$ cat src/hdl/pidvdt_pkg.sv
// pidvdt_pkg: shared constants, register indexes, state and command types
// for the variable-step PID controller. No dependencies.
package pidvdt_pkg;

	localparam int CFG_IDX_W = 2;
	localparam logic [CFG_IDX_W-1:0] REG_GAIN_P = 2'd0;
	localparam logic [CFG_IDX_W-1:0] REG_GAIN_I = 2'd1;
	localparam logic [CFG_IDX_W-1:0] REG_GAIN_D = 2'd2;

	localparam logic [31:0] MS_PER_S = 32'd1000;

	localparam int TERM_W = 61;
	localparam logic [TERM_W-1:0] TERM_LIMIT = {1'b1, 60'd0};

	localparam int CNT_W = 6;
	localparam logic [CNT_W-1:0] MUL_LAST = 6'd31;
	localparam logic [CNT_W-1:0] DIV_LAST = 6'd60;

	localparam logic [47:0] OUT_MAX = 48'h7FFF_FFFF_FFFF;
	localparam logic [47:0] OUT_MIN = 48'h8000_0000_0000;
	localparam logic [63:0] ISUM_MAX = 64'h7FFF_FFFF_FFFF_FFFF;
	localparam logic [63:0] ISUM_MIN = 64'h8000_0000_0000_0000;

	typedef enum logic [1:0] {
		SU_IDLE,
		SU_MUL,
		SU_CHECK,
		SU_DIV
	} su_state_t;

	typedef enum logic [2:0] {
		ST_IDLE,
		ST_LAUNCH,
		ST_ERRTIME,
		ST_ACCUM,
		ST_ILAUNCH,
		ST_WAIT,
		ST_SUM,
		ST_OUT
	} ctl_state_t;

	typedef struct packed {
		logic        start;
		logic        div_en;
		logic [63:0] mcand;
		logic [31:0] mplier;
		logic [31:0] divisor;
	} su_cmd_t;

endpackage

$ cat src/hdl/pidvdt_if.sv
// pidvdt_if: valid/ready channels for config writes, update beats and
// drive beats. Depends on pidvdt_pkg.
interface pidvdt_cfg_if import pidvdt_pkg::*; ();
	logic                 valid;
	logic                 ready;
	logic [CFG_IDX_W-1:0] index;
	logic [31:0]          data;
	modport source (output valid, output index, output data, input ready);
	modport sink (input valid, input index, input data, output ready);
endinterface

interface pidvdt_in_if ();
	logic               valid;
	logic               ready;
	logic        [31:0] time_ms;
	logic signed [31:0] setpoint;
	logic signed [31:0] measurement;
	modport source (output valid, output time_ms, output setpoint, output measurement,
		input ready);
	modport sink (input valid, input time_ms, input setpoint, input measurement,
		output ready);
endinterface

interface pidvdt_out_if ();
	logic               valid;
	logic               ready;
	logic signed [47:0] actuation;
	modport source (output valid, output actuation, input ready);
	modport sink (input valid, input actuation, output ready);
endinterface

$ cat src/hdl/pidvdt_serial.sv
// pidvdt_serial: bit-serial shift-add multiplier followed by an optional
// restoring divider, with the quotient (or the bare product) clamped to 2^60. Depends on pidvdt_pkg.
module pidvdt_serial import pidvdt_pkg::*; (
	input  logic              clk,
	input  logic              arst_n,
	input  su_cmd_t           cmd,
	output logic              busy,
	output logic [63:0]       prod,
	output logic [TERM_W-1:0] term_mag
);

	su_state_t state_q, state_d;
	logic [CNT_W-1:0] cnt_q;
	logic             div_en_q;
	logic [63:0]      mcand_q;
	logic [31:0]      divisor_q;
	logic [95:0]      acc_q;
	logic [31:0]      rem_q;
	logic             sat_q;

	logic [64:0] mul_sum;
	logic [32:0] div_r;
	logic [32:0] div_diff;
	logic        div_ge;
	logic        chk_ovf;
	logic        over;

	assign mul_sum  = {1'b0, acc_q[95:32]} + (acc_q[0] ? {1'b0, mcand_q} : 65'd0);
	assign div_r    = {rem_q, acc_q[60]};
	assign div_diff = div_r - {1'b0, divisor_q};
	assign div_ge   = div_r >= {1'b0, divisor_q};
	assign chk_ovf  = acc_q[95:61] >= {3'b000, divisor_q};

	always_ff @(posedge clk or negedge arst_n) begin
		if (!arst_n) begin
			state_q <= SU_IDLE;
		end else begin
			state_q <= state_d;
		end
	end

	always_comb begin
		state_d = state_q;
		unique case (state_q)
			SU_IDLE: begin
				if (cmd.start) begin
					state_d = SU_MUL;
				end
			end
			SU_MUL: begin
				if (cnt_q == '0) begin
					state_d = div_en_q ? SU_CHECK : SU_IDLE;
				end
			end
			SU_CHECK: begin
				state_d = chk_ovf ? SU_IDLE : SU_DIV;
			end
			SU_DIV: begin
				if (cnt_q == '0) begin
					state_d = SU_IDLE;
				end
			end
			default: state_d = SU_IDLE;
		endcase
	end

	always_ff @(posedge clk or negedge arst_n) begin
		if (!arst_n) begin
			cnt_q <= '0;
		end else if (cmd.start) begin
			cnt_q <= MUL_LAST;
		end else if (state_q == SU_CHECK) begin
			cnt_q <= DIV_LAST;
		end else if (cnt_q != '0) begin
			cnt_q <= cnt_q - 1'b1;
		end
	end

	always_ff @(posedge clk) begin
		if (cmd.start) begin
			mcand_q   <= cmd.mcand;
			divisor_q <= cmd.divisor;
			div_en_q  <= cmd.div_en;
			acc_q     <= {64'd0, cmd.mplier};
			sat_q     <= 1'b0;
		end else begin
			case (state_q)
				SU_MUL: begin
					acc_q <= {mul_sum, acc_q[31:1]};
				end
				SU_CHECK: begin
					// quotient of 2^61 or more saturates; else preload the remainder
					sat_q        <= chk_ovf;
					rem_q        <= acc_q[92:61];
					acc_q[95:61] <= '0;
				end
				SU_DIV: begin
					rem_q       <= div_ge ? div_diff[31:0] : div_r[31:0];
					acc_q[60:0] <= {acc_q[59:0], div_ge};
				end
				default: ;
			endcase
		end
	end

	assign over     = sat_q || (|acc_q[95:61]) || (acc_q[60] && (|acc_q[59:0]));
	assign term_mag = over ? TERM_LIMIT : acc_q[TERM_W-1:0];
	assign prod     = acc_q[63:0];
	assign busy     = state_q != SU_IDLE;

endmodule

$ cat src/hdl/pid_controller_variable_dt.sv
// pid_controller_variable_dt_top: PID update with a millisecond time step,
// three bit-serial mul/div units. Depends on pidvdt_pkg, pidvdt_if, pidvdt_serial.

// One update beat gives one drive beat; the block takes the next update once that
// result is in the output register. The latency is set by the integral path: a
// 32-step error-time product, then a 32-step gain product and a 61-step quotient
// by 1000 in a bit-serial unit. The proportional and derivative terms run in two
// more units meanwhile.
// Config writes are always ready and must only come while the block is idle.
module pid_controller_variable_dt_top import pidvdt_pkg::*; (
	input logic          clk,
	input logic          arst_n,
	pidvdt_cfg_if.sink   cfg,
	pidvdt_in_if.sink    sample,
	pidvdt_out_if.source drive
);

	ctl_state_t state_q, state_d;

	logic [31:0] gain_p_q, gain_i_q, gain_d_q;
	logic [31:0] last_time_q;
	logic [32:0] last_error_q;
	logic [63:0] isum_q;
	logic        out_valid_q;
	logic [47:0] out_q;

	logic [31:0] dt_q;
	logic [32:0] e_mag_q;
	logic        e_neg_q;
	logic [33:0] de_mag_q;
	logic        de_neg_q;
	logic [62:0] sum_q;

	logic        accept;
	logic [31:0] dt_raw, dt_n;
	logic [32:0] e_n;
	logic [33:0] de_n;
	logic [31:0] gp_mag, gi_mag, gd_mag;
	logic [63:0] isum_mag;
	logic [43:0] de_scaled;
	logic [65:0] s_a, s_b, s_sum;
	logic [63:0] s_sat;
	logic [61:0] p_s, i_s, d_s;
	logic [62:0] sum_d;
	logic [47:0] out_d;
	logic        load_out;

	su_cmd_t cmd0, cmd1, cmd2;
	logic    busy0, busy1, busy2;
	logic [63:0]       prod0;
	logic [TERM_W-1:0] term0, term1, term2;

	pidvdt_serial u_unit0 (
		.clk      (clk),
		.arst_n   (arst_n),
		.cmd      (cmd0),
		.busy     (busy0),
		.prod     (prod0),
		.term_mag (term0)
	);

	pidvdt_serial u_unit1 (
		.clk      (clk),
		.arst_n   (arst_n),
		.cmd      (cmd1),
		.busy     (busy1),
		.prod     (),
		.term_mag (term1)
	);

	pidvdt_serial u_unit2 (
		.clk      (clk),
		.arst_n   (arst_n),
		.cmd      (cmd2),
		.busy     (busy2),
		.prod     (),
		.term_mag (term2)
	);

	assign cfg.ready    = 1'b1;
	assign sample.ready = state_q == ST_IDLE;
	assign accept       = sample.valid && sample.ready;

	assign dt_raw = sample.time_ms - last_time_q;
	assign dt_n   = (dt_raw == 32'd0) ? MS_PER_S : dt_raw;
	assign e_n    = {sample.setpoint[31], sample.setpoint}
		- {sample.measurement[31], sample.measurement};
	assign de_n   = {e_n[32], e_n} - {last_error_q[32], last_error_q};

	assign gp_mag    = gain_p_q[31] ? 32'd0 - gain_p_q : gain_p_q;
	assign gi_mag    = gain_i_q[31] ? 32'd0 - gain_i_q : gain_i_q;
	assign gd_mag    = gain_d_q[31] ? 32'd0 - gain_d_q : gain_d_q;
	assign isum_mag  = isum_q[63] ? 64'd0 - isum_q : isum_q;
	assign de_scaled = {10'd0, de_mag_q} * {12'd0, MS_PER_S};

	// integrator update, saturated to the signed 64-bit range
	assign s_a   = {{2{isum_q[63]}}, isum_q};
	assign s_b   = {2'b00, prod0};
	assign s_sum = e_neg_q ? s_a - s_b : s_a + s_b;
	always_comb begin
		if (s_sum[65:63] == 3'b000 || s_sum[65:63] == 3'b111) begin
			s_sat = s_sum[63:0];
		end else begin
			s_sat = s_sum[65] ? ISUM_MIN : ISUM_MAX;
		end
	end

	assign p_s = (e_neg_q ^ gain_p_q[31]) ? 62'd0 - {1'b0, term1} : {1'b0, term1};
	assign i_s = (isum_q[63] ^ gain_i_q[31]) ? 62'd0 - {1'b0, term0} : {1'b0, term0};
	assign d_s = (de_neg_q ^ gain_d_q[31]) ? 62'd0 - {1'b0, term2} : {1'b0, term2};
	assign sum_d = {p_s[61], p_s} + {i_s[61], i_s} + {d_s[61], d_s};

	always_comb begin
		if (sum_q[62:47] == 16'h0000 || sum_q[62:47] == 16'hFFFF) begin
			out_d = sum_q[47:0];
		end else begin
			out_d = sum_q[62] ? OUT_MIN : OUT_MAX;
		end
	end

	assign load_out = (state_q == ST_OUT) && (!out_valid_q || drive.ready);

	always_ff @(posedge clk or negedge arst_n) begin
		if (!arst_n) begin
			state_q <= ST_IDLE;
		end else begin
			state_q <= state_d;
		end
	end

	always_comb begin
		state_d = state_q;
		cmd0    = '0;
		cmd1    = '0;
		cmd2    = '0;
		unique case (state_q)
			ST_IDLE: begin
				if (accept) begin
					state_d = ST_LAUNCH;
				end
			end
			ST_LAUNCH: begin
				cmd0.start   = 1'b1;
				cmd0.mcand   = {31'd0, e_mag_q};
				cmd0.mplier  = dt_q;
				cmd0.divisor = MS_PER_S;
				cmd1.start   = 1'b1;
				cmd1.mcand   = {31'd0, e_mag_q};
				cmd1.mplier  = gp_mag;
				cmd1.divisor = MS_PER_S;
				cmd2.start   = 1'b1;
				cmd2.div_en  = 1'b1;
				cmd2.mcand   = {20'd0, de_scaled};
				cmd2.mplier  = gd_mag;
				cmd2.divisor = dt_q;
				state_d      = ST_ERRTIME;
			end
			ST_ERRTIME: begin
				if (!busy0) begin
					state_d = ST_ACCUM;
				end
			end
			ST_ACCUM: begin
				state_d = ST_ILAUNCH;
			end
			ST_ILAUNCH: begin
				cmd0.start   = 1'b1;
				cmd0.div_en  = 1'b1;
				cmd0.mcand   = isum_mag;
				cmd0.mplier  = gi_mag;
				cmd0.divisor = MS_PER_S;
				state_d      = ST_WAIT;
			end
			ST_WAIT: begin
				if (!busy0 && !busy1 && !busy2) begin
					state_d = ST_SUM;
				end
			end
			ST_SUM: begin
				state_d = ST_OUT;
			end
			ST_OUT: begin
				if (load_out) begin
					state_d = ST_IDLE;
				end
			end
			default: state_d = ST_IDLE;
		endcase
	end

	always_ff @(posedge clk or negedge arst_n) begin
		if (!arst_n) begin
			gain_p_q     <= '0;
			gain_i_q     <= '0;
			gain_d_q     <= '0;
			last_time_q  <= '0;
			last_error_q <= '0;
			isum_q       <= '0;
			out_valid_q  <= 1'b0;
		end else begin
			if (cfg.valid && cfg.ready) begin
				unique case (cfg.index)
					REG_GAIN_P: gain_p_q <= cfg.data;
					REG_GAIN_I: gain_i_q <= cfg.data;
					REG_GAIN_D: gain_d_q <= cfg.data;
					default: ;
				endcase
			end
			if (accept) begin
				last_time_q  <= sample.time_ms;
				last_error_q <= e_n;
			end
			if (state_q == ST_ACCUM) begin
				isum_q <= s_sat;
			end
			if (load_out) begin
				out_valid_q <= 1'b1;
			end else if (drive.ready) begin
				out_valid_q <= 1'b0;
			end
		end
	end

	always_ff @(posedge clk) begin
		if (accept) begin
			dt_q     <= dt_n;
			e_neg_q  <= e_n[32];
			e_mag_q  <= e_n[32] ? 33'd0 - e_n : e_n;
			de_neg_q <= de_n[33];
			de_mag_q <= de_n[33] ? 34'd0 - de_n : de_n;
		end
		if (state_q == ST_SUM) begin
			sum_q <= sum_d;
		end
		if (load_out) begin
			out_q <= out_d;
		end
	end

	assign drive.valid     = out_valid_q;
	assign drive.actuation = out_q;

	assert property (@(posedge clk) disable iff (!arst_n)
		(cmd0.start |-> !busy0) and (cmd2.start |-> !busy2))
		else $error("serial unit started while busy");

	assert property (@(posedge clk) disable iff (!arst_n)
		(state_q == ST_SUM) |-> (!busy0 && !busy1 && !busy2))
		else $error("terms summed before all units finished");

	assert property (@(posedge clk) disable iff (!arst_n)
		(state_q == ST_ACCUM) |-> (!busy0 && !busy1))
		else $error("integrator updated before the error-time product was ready");

endmodule
$ cat src/flat_wrapper.sv
// flat-port wrapper written by rule: the top's interface ports become plain ports
module pid_controller_variable_dt_top_flat import pidvdt_pkg::*;
  (clk, arst_n, cfg_valid, cfg_index, cfg_data, cfg_ready, sample_valid, sample_time_ms, sample_setpoint, sample_measurement, sample_ready, drive_valid, drive_actuation, drive_ready);
  pidvdt_cfg_if cfg_i ();
  pidvdt_in_if sample_i ();
  pidvdt_out_if drive_i ();
  input logic clk;
  input logic arst_n;
  input wire logic [$bits(cfg_i.valid)-1:0] cfg_valid;
  input wire logic [$bits(cfg_i.index)-1:0] cfg_index;
  input wire logic [$bits(cfg_i.data)-1:0] cfg_data;
  output wire logic [$bits(cfg_i.ready)-1:0] cfg_ready;
  input wire logic [$bits(sample_i.valid)-1:0] sample_valid;
  input wire logic [$bits(sample_i.time_ms)-1:0] sample_time_ms;
  input wire logic [$bits(sample_i.setpoint)-1:0] sample_setpoint;
  input wire logic [$bits(sample_i.measurement)-1:0] sample_measurement;
  output wire logic [$bits(sample_i.ready)-1:0] sample_ready;
  output wire logic [$bits(drive_i.valid)-1:0] drive_valid;
  output wire logic [$bits(drive_i.actuation)-1:0] drive_actuation;
  input wire logic [$bits(drive_i.ready)-1:0] drive_ready;
  assign cfg_i.valid = cfg_valid;
  assign cfg_i.index = cfg_index;
  assign cfg_i.data = cfg_data;
  assign cfg_ready = cfg_i.ready;
  assign sample_i.valid = sample_valid;
  assign sample_i.time_ms = sample_time_ms;
  assign sample_i.setpoint = sample_setpoint;
  assign sample_i.measurement = sample_measurement;
  assign sample_ready = sample_i.ready;
  assign drive_valid = drive_i.valid;
  assign drive_actuation = drive_i.actuation;
  assign drive_i.ready = drive_ready;
  pid_controller_variable_dt_top u_core (.clk(clk), .arst_n(arst_n), .cfg(cfg_i), .sample(sample_i), .drive(drive_i));
endmodule
$ cat config.mk
export PLATFORM = sky130hd
export DESIGN_NAME = pid_controller_variable_dt_top_flat
export DESIGN_NICKNAME = d
export VERILOG_FILES = /design/src/hdl/pidvdt_pkg.sv /design/src/hdl/pidvdt_if.sv /design/src/hdl/pidvdt_serial.sv /design/src/hdl/pid_controller_variable_dt.sv /design/src/flat_wrapper.sv
export SDC_FILE = /design/constraint.sdc
export NUM_CORES = 2
export LEC_CHECK = 0
export ABC_AREA = 0
export BUFFER_PORTS_ARGS = -buffer_cell sky130_fd_sc_hd__buf_2
export CORE_UTILIZATION = 30
export CTS_CLUSTER_DIAMETER = 200
export DETAILED_ROUTE_END_ITERATION = 12
export MAX_ROUTING_LAYER = met4
export SETUP_SLACK_MARGIN = 0.2
export SKIP_LAST_GASP = 1
export SYNTH_ARGS = -nofsm -noshare
export SYNTH_HDL_FRONTEND = slang
export SYNTH_HIERARCHICAL = 1
export SYNTH_SLANG_ARGS = --single-unit
$ cat constraint.sdc
create_clock -name clk -period 9.66 [get_ports clk]
set_input_delay 2.415 -clock clk [delete_from_list [all_inputs] [get_ports clk]]
set_output_delay 2.415 -clock clk [all_outputs]
set_load 0.05 [all_outputs]
### After elaboration in Yosys (flattened, before gate mapping)

Index checks and enable logic that the tools add are counted.

| operators by class | value |
|---|---|
| bitwise gates (word level) | 6 |
| order comparisons | 6 |
| mux-type cells | 73 |
| multipliers | 1 |
| equal/unequal tests | 33 |
| reductions and logical operators | 71 |
| $add $sub $neg | 25 |

Operators with widths:

| kind | number |
|---|---|
| 64-bit 2-to-1 mux | 7 |
| 61-bit case mux with 2 select lines | 3 |
| 32-bit 2-to-1 mux | 10 |
| 128-bit case mux with 2 select lines | 1 |
| 35-bit case mux with 2 select lines | 3 |
| 64-bit by 65-bit adder with 65-bit output | 3 |
| 32-bit case mux with 2 select lines | 3 |
| 62-bit 2-to-1 mux | 3 |
| 1-bit by 61-bit subtractor with 62-bit output (first input constant) | 3 |
| 61-bit 2-to-1 mux | 3 |
| 60-bit OR reduction | 3 |
| 130-bit 2-to-1 mux | 1 |
| 32-bit subtractor | 4 |
| 35-bit by 32-bit greater-or-equal comparator with 1-bit output | 3 |
| 35-bit OR reduction | 3 |
| 33-bit by 32-bit greater-or-equal comparator with 1-bit output | 3 |
| 48-bit 2-to-1 mux | 2 |
| 1-bit by 32-bit subtractor with 32-bit output (first input constant) | 3 |
| 64-bit by 65-bit adder with 66-bit output | 1 |
| 66-bit 2-to-1 mux | 1 |
| 64-bit by 65-bit subtractor with 66-bit output | 1 |
| 1-bit by 64-bit subtractor with 64-bit output (first input constant) | 1 |
| 62-bit by 62-bit adder with 63-bit output | 1 |
| 63-bit adder | 1 |
| other kinds (39) | 148 |

| storage, ports and cells | value |
|---|---|
| bits in registers | 1142 |
| bits of input ports | 135 |
| output and inout port bits | 51 |
| logic and storage cells | 263 |

### Depth between registers and ports, before layout

| logic depth | value |
|---|---|
| word-level depth | 8 |
| depth in mapped cells | 32 |
| mapped depth without buffers | 30 |

### Modules after synthesis

The synthesis kept the hierarchy.

Modules (own cells, without submodules):

| module | instances | seq. area each (um^2) | cells each | area an instance (um^2) |
|---|---|---|---|---|
| pid_controller_variable_dt_top | 1 | 12096.6 | 5334 | 46563.4 |
| pidvdt_serial (u_core.u_unit0) | 1 | 6336.1 | 1870 | 16788.6 |
| pidvdt_serial (u_core.u_unit2) | 1 | 6336.1 | 1846 | 16699.8 |
| pidvdt_serial (u_core.u_unit1) | 1 | 6336.1 | 1848 | 16646.0 |

### Least setup slack after synthesis

OpenSTA, ideal clock, no wires.

| timing | value |
|---|---|
| path type | in2reg |
| start point | in sample_setpoint[0] |
| end point | reg u_core.de_mag_q[27], data pin |
| required time | 9.397 ns |
| slack | 1.898 ns |
| arrival | 7.500 ns |
| library setup time | 0.263 ns |
| stages | 22 |
| path buffers | 1 |
| cell sequence | inv_1 ha_1 inv_1 fa_1 a211oi_1 o21ai_0 o211a_1 o21ai_0 inv_1 ha_1 clkbuf_1 nand2_1 or3_1 a21o_1 a211oi_1 a21oi_1 xnor2_1 or3_1 or4b_1 nor3_1 a31oi_1 xnor2_1 |

| on the way | value |
|---|---|
| word-level cells in the longest chain between the ends | 4 |

RTL lines:

| element | RTL line | RTL |
|---|---|---|
| start: declaration | flat_wrapper.sv:15 | `input wire logic [$bits(sample_i.setpoint)-1:0] sample_setpoint;` |
| 32-bit by 32-bit subtractor with 33-bit output * | pid_controller_variable_dt.sv:87 | `- {sample.measurement[31], sample.measurement};` |
| named net u_core.e_n[8] | pid_controller_variable_dt.sv:36 | `logic [32:0] e_n;` |
| 33-bit by 33-bit subtractor with 34-bit output * | pid_controller_variable_dt.sv:88 | `assign de_n = {e_n[32], e_n} - {last_error_q[32], last_error_q};` |
| 1-bit by 34-bit subtractor with 34-bit output | pid_controller_variable_dt.sv:230 | `de_mag_q <= de_n[33] ? 34'd0 - de_n : de_n;` |
| 33-bit 2-to-1 mux * | pid_controller_variable_dt.sv:230 |  |
| end signal: assignment | pid_controller_variable_dt.sv:230 |  |
| end: declaration | pid_controller_variable_dt.sv:30 | `logic [33:0] de_mag_q;` |

The timed path passes the listed nets; every way through them passes the cells marked *.
A chain may end at the register's enable or synchronous reset.

### Worst setup path in the final report

| timing | value |
|---|---|
| start point | reg u_core.u_unit0.acc_q[0] |
| end point | reg u_core.sum_q[57], data pin |

| on the way | value |
|---|---|
| word-level cells in the longest chain between the ends | 8 |

RTL lines:

| element | RTL line | RTL |
|---|---|---|
| start: declaration | pidvdt_serial.sv:17 | `logic [95:0] acc_q;` |
| start signal: assignment | pidvdt_serial.sv:84 | `acc_q <= {64'd0, cmd.mplier};` |
| start signal: assignment | pidvdt_serial.sv:89 | `acc_q <= {mul_sum, acc_q[31:1]};` |
| start signal: assignment | pidvdt_serial.sv:99 | `acc_q[60:0] <= {acc_q[59:0], div_ge};` |
| 60-bit OR reduction * | pidvdt_serial.sv:106 | `assign over = sat_q \|\| (\|acc_q[95:61]) \|\| (acc_q[60] && (\|acc_q[59:0]));` |
| 1-bit logical AND * | pidvdt_serial.sv:106 |  |
| 1-bit logical OR * | pidvdt_serial.sv:106 |  |
| 61-bit 2-to-1 mux * | pidvdt_serial.sv:107 | `assign term_mag = over ? TERM_LIMIT : acc_q[TERM_W-1:0];` |
| named net u_core.term0[4] | pid_controller_variable_dt.sv:51 | `logic [TERM_W-1:0] term0, term1, term2;` |
| 1-bit by 61-bit subtractor with 62-bit output | pid_controller_variable_dt.sv:109 | `assign i_s = (isum_q[63] ^ gain_i_q[31]) ? 62'd0 - {1'b0, term0} : {1'b0, term0};` |
| 62-bit 2-to-1 mux * | pid_controller_variable_dt.sv:109 |  |
| 62-bit by 62-bit adder with 63-bit output * | pid_controller_variable_dt.sv:111 | `assign sum_d = {p_s[61], p_s} + {i_s[61], i_s} + {d_s[61], d_s};` |
| 63-bit adder * | pid_controller_variable_dt.sv:111 |  |
| named net u_core.sum_d[57] | pid_controller_variable_dt.sv:44 | `logic [62:0] sum_d;` |
| end signal: assignment | pid_controller_variable_dt.sv:233 | `sum_q <= sum_d;` |
| end: declaration | pid_controller_variable_dt.sv:32 | `logic [62:0] sum_q;` |

Marked as above.

==> out/qor.csv <==
metric;value;unit
root_buffer;clkbuf_16;
cts_sinks;1143;
start_util;30.13;%
cts_tree;done;
netlist_instances;10770;
route.detailed.wl_per_inst;19.66;um
nets;11756;
hpwl;230800;um
netlist_area;95740;um^2
startpoint_type;flip-flop;
clk_latency;0.87;ns
drtPass1Iterations;6;
rsz0062_at_grt;false;
ctsResizeCount;0;
min_path_type;flip-flop to flip-flop;
die_h;566.9;um
peakVddDrop;0.3827;mV
worstPathRequired;10.31;ns
busiest_layer;met2;
yosys_warnings;6;
fill_cells;32764;
period_needed;8.036;ns
pwr_density_cell;383.9;nW/um^2
status;finished, final reports clean;
numCtsBuffers;153;
io_buffers;184;
grt_pass1_vias;73590;
routabilityCongestion;0.9603;
antenna_found_initial;10;
switching_share;48.07;%
switchingPower;19.50;mW
critPathMaxFanout;70;
grt.total_usage;18.12;%
rows;207;
grt_pass1_wl;449000;um
grtUsageMet2;26.40;%
wirelength;295000;um
setup-tns-final;0;ns
utilization;33.24;%
p_clk_share;14.6;%
areaGrowthSynthToFinish;10.33;%
vias_per_cell;5.306;
leakagePower;45.22;nW
slew_headroom;18.98;%
dieArea;321400;um^2
cap_violations;0;
clkTransAtPathRegs;0.06;ns
drc;0;
setup_viol;0;
ios;186;
seq_area;31110;um^2
postCtsSetupBuffers;0;
cts_buffer_depth;4;
internal-power;21.06;mW
overflow;0;
ctsHoldBuffers;0;
worstPathArrival;8.68;ns
coreArea;317800;um^2
die_x;566.9;um
vias;79580;
syn_area_per_cell;8.889;um^2
ant_nets;0;
end_kind;flip-flop;
use_met1;26.30;%
worstSetupPathType;flip-flop to flip-flop;
grt_max_degree;106;
p_comb_share;61.5;%
multi_input_area;60890;um^2
hold_viol;0;
drive_gt1_share;6.908;%
worst_slew_pin_slew;1.204;ns
post-route-period-util;83.18;%
skew;0.08953;ns
htreeDepth;4;
drv_slew;0;
dr.first_iter.drc_count;6917;
p_seq_share;23.9;%
use_met3;2.306;%
clock.fmax;0.1244;GHz
[state kept, by name, indices dropped and copies added, names as in the netlist, 33 cells and up]
signal                  count
u_core/de_mag_q            34
u_core/drive.actuation     48
u_core/e_mag_q             33
u_core/isum_q              64
u_core/last_error_q        33
u_core/sum_q               63
u_core/u_unit0/acc_q       96
u_core/u_unit0/mcand_q     64
u_core/u_unit1/acc_q       96
u_core/u_unit1/mcand_q     64
u_core/u_unit2/acc_q       96
u_core/u_unit2/mcand_q     64
[path summary, 6_finish.rpt]
path	start	endpoint	slack, ns	cells past startpoint
max in group asynchronous	arst_n	u_core/u_unit0/cnt_q[5]	6.70	2
worst max register to register	u_core/u_unit0/acc_q[0]	u_core/sum_q[57]	1.62	26
worst min register to register	u_core/u_unit1/acc_q[93]	u_core/u_unit1/acc_q[93]	0.47	2
worst max-delay path	u_core/u_unit0/acc_q[0]	u_core/sum_q[57]	1.62	26
worst min-delay path	u_core/u_unit1/acc_q[93]	u_core/u_unit1/acc_q[93]	0.47	2
min in group asynchronous	arst_n	u_core/gain_p_q[11]	1.48	1
[metal layers]
metal  vias to the layer above  wire length (um)
met5                         -                 0
met4                         0              7126
met3                       359             18880
met2                      2296            124900
met1                     38106            144000
li1                      38819                 -
[power by group through the flow]
stage	logic (mW)	clock network, mW	registers (mW)
final	24.9	5.92	9.69
after global routing	27.7	6.24	9.87
after CTS	24.8	6.06	9.64
after detailed placement	24.7	0	9.73
after global placement	24.5	0	9.69
after floorplan	19.3	0	9.03
[cell type report]
class | count | share of cell area, %
tap | 4180 | 4.951
inverter | 469 | 1.679
clock inverter | 70 | 0.8209
clock buffer | 202 | 4.043
antenna | 5 | 0.01185
timing repair buffer | 255 | 1.398
sequential | 1143 | 29.45
multi-input combinational | 8675 | 57.65
[per-stage QoR]
stage               worst slack (ns)  instance area, um^2  hold slack (ns)  instances  power [mW]
global route                   1.059               105600           0.5046      14996       43.85
detailed placement            0.8538               100500           0.4683      14722       34.42
global placement               1.031               100500           0.4643      14722       34.23
CTS                            1.707               105600           0.4786      14994       40.51
finish                         1.624               105600           0.4697      14999       40.55
floorplan                      1.898                96130           0.4435      10876       28.36
[worst max-delay path: stages, from the launching register on]
cell and delay, ns:
edfxtp_1 0.34, buf_4 0.49, nor4_1 0.12, nand4_1 0.14, o41ai_2 0.06, buf_4 0.30
and3_1 0.28, nor4_1 0.45, nor4b_1 0.69, and4_1 0.34, nor2b_1 0.28, nand2_1 0.14
nor3_1 0.21, nor2_1 0.08, xor2_1 0.34, fa_1 0.52, ha_1 0.51, nand4_1 0.20
or3_1 0.43, or3_1 0.31, o32a_1 0.32, a21oi_1 0.16, o211ai_1 0.16, a21oi_1 0.27
o211ai_1 0.21, and4b_1 0.25, a311oi_1 0.22
[cell usage in the layout, fill, tap and decap left out, types with 239 or more instances in the layout]
cell type,count
nand2_1,907
a21oi_1,879
nor2_1,869
o21ai_0,759
ha_1,719
edfxtp_1,695
xnor2_1,544
inv_1,465
a21o_1,395
xor2_1,388
and3_1,312
dfrtp_1,251
and2_1,239
Note: power is estimated with default switching activity, not from simulation.
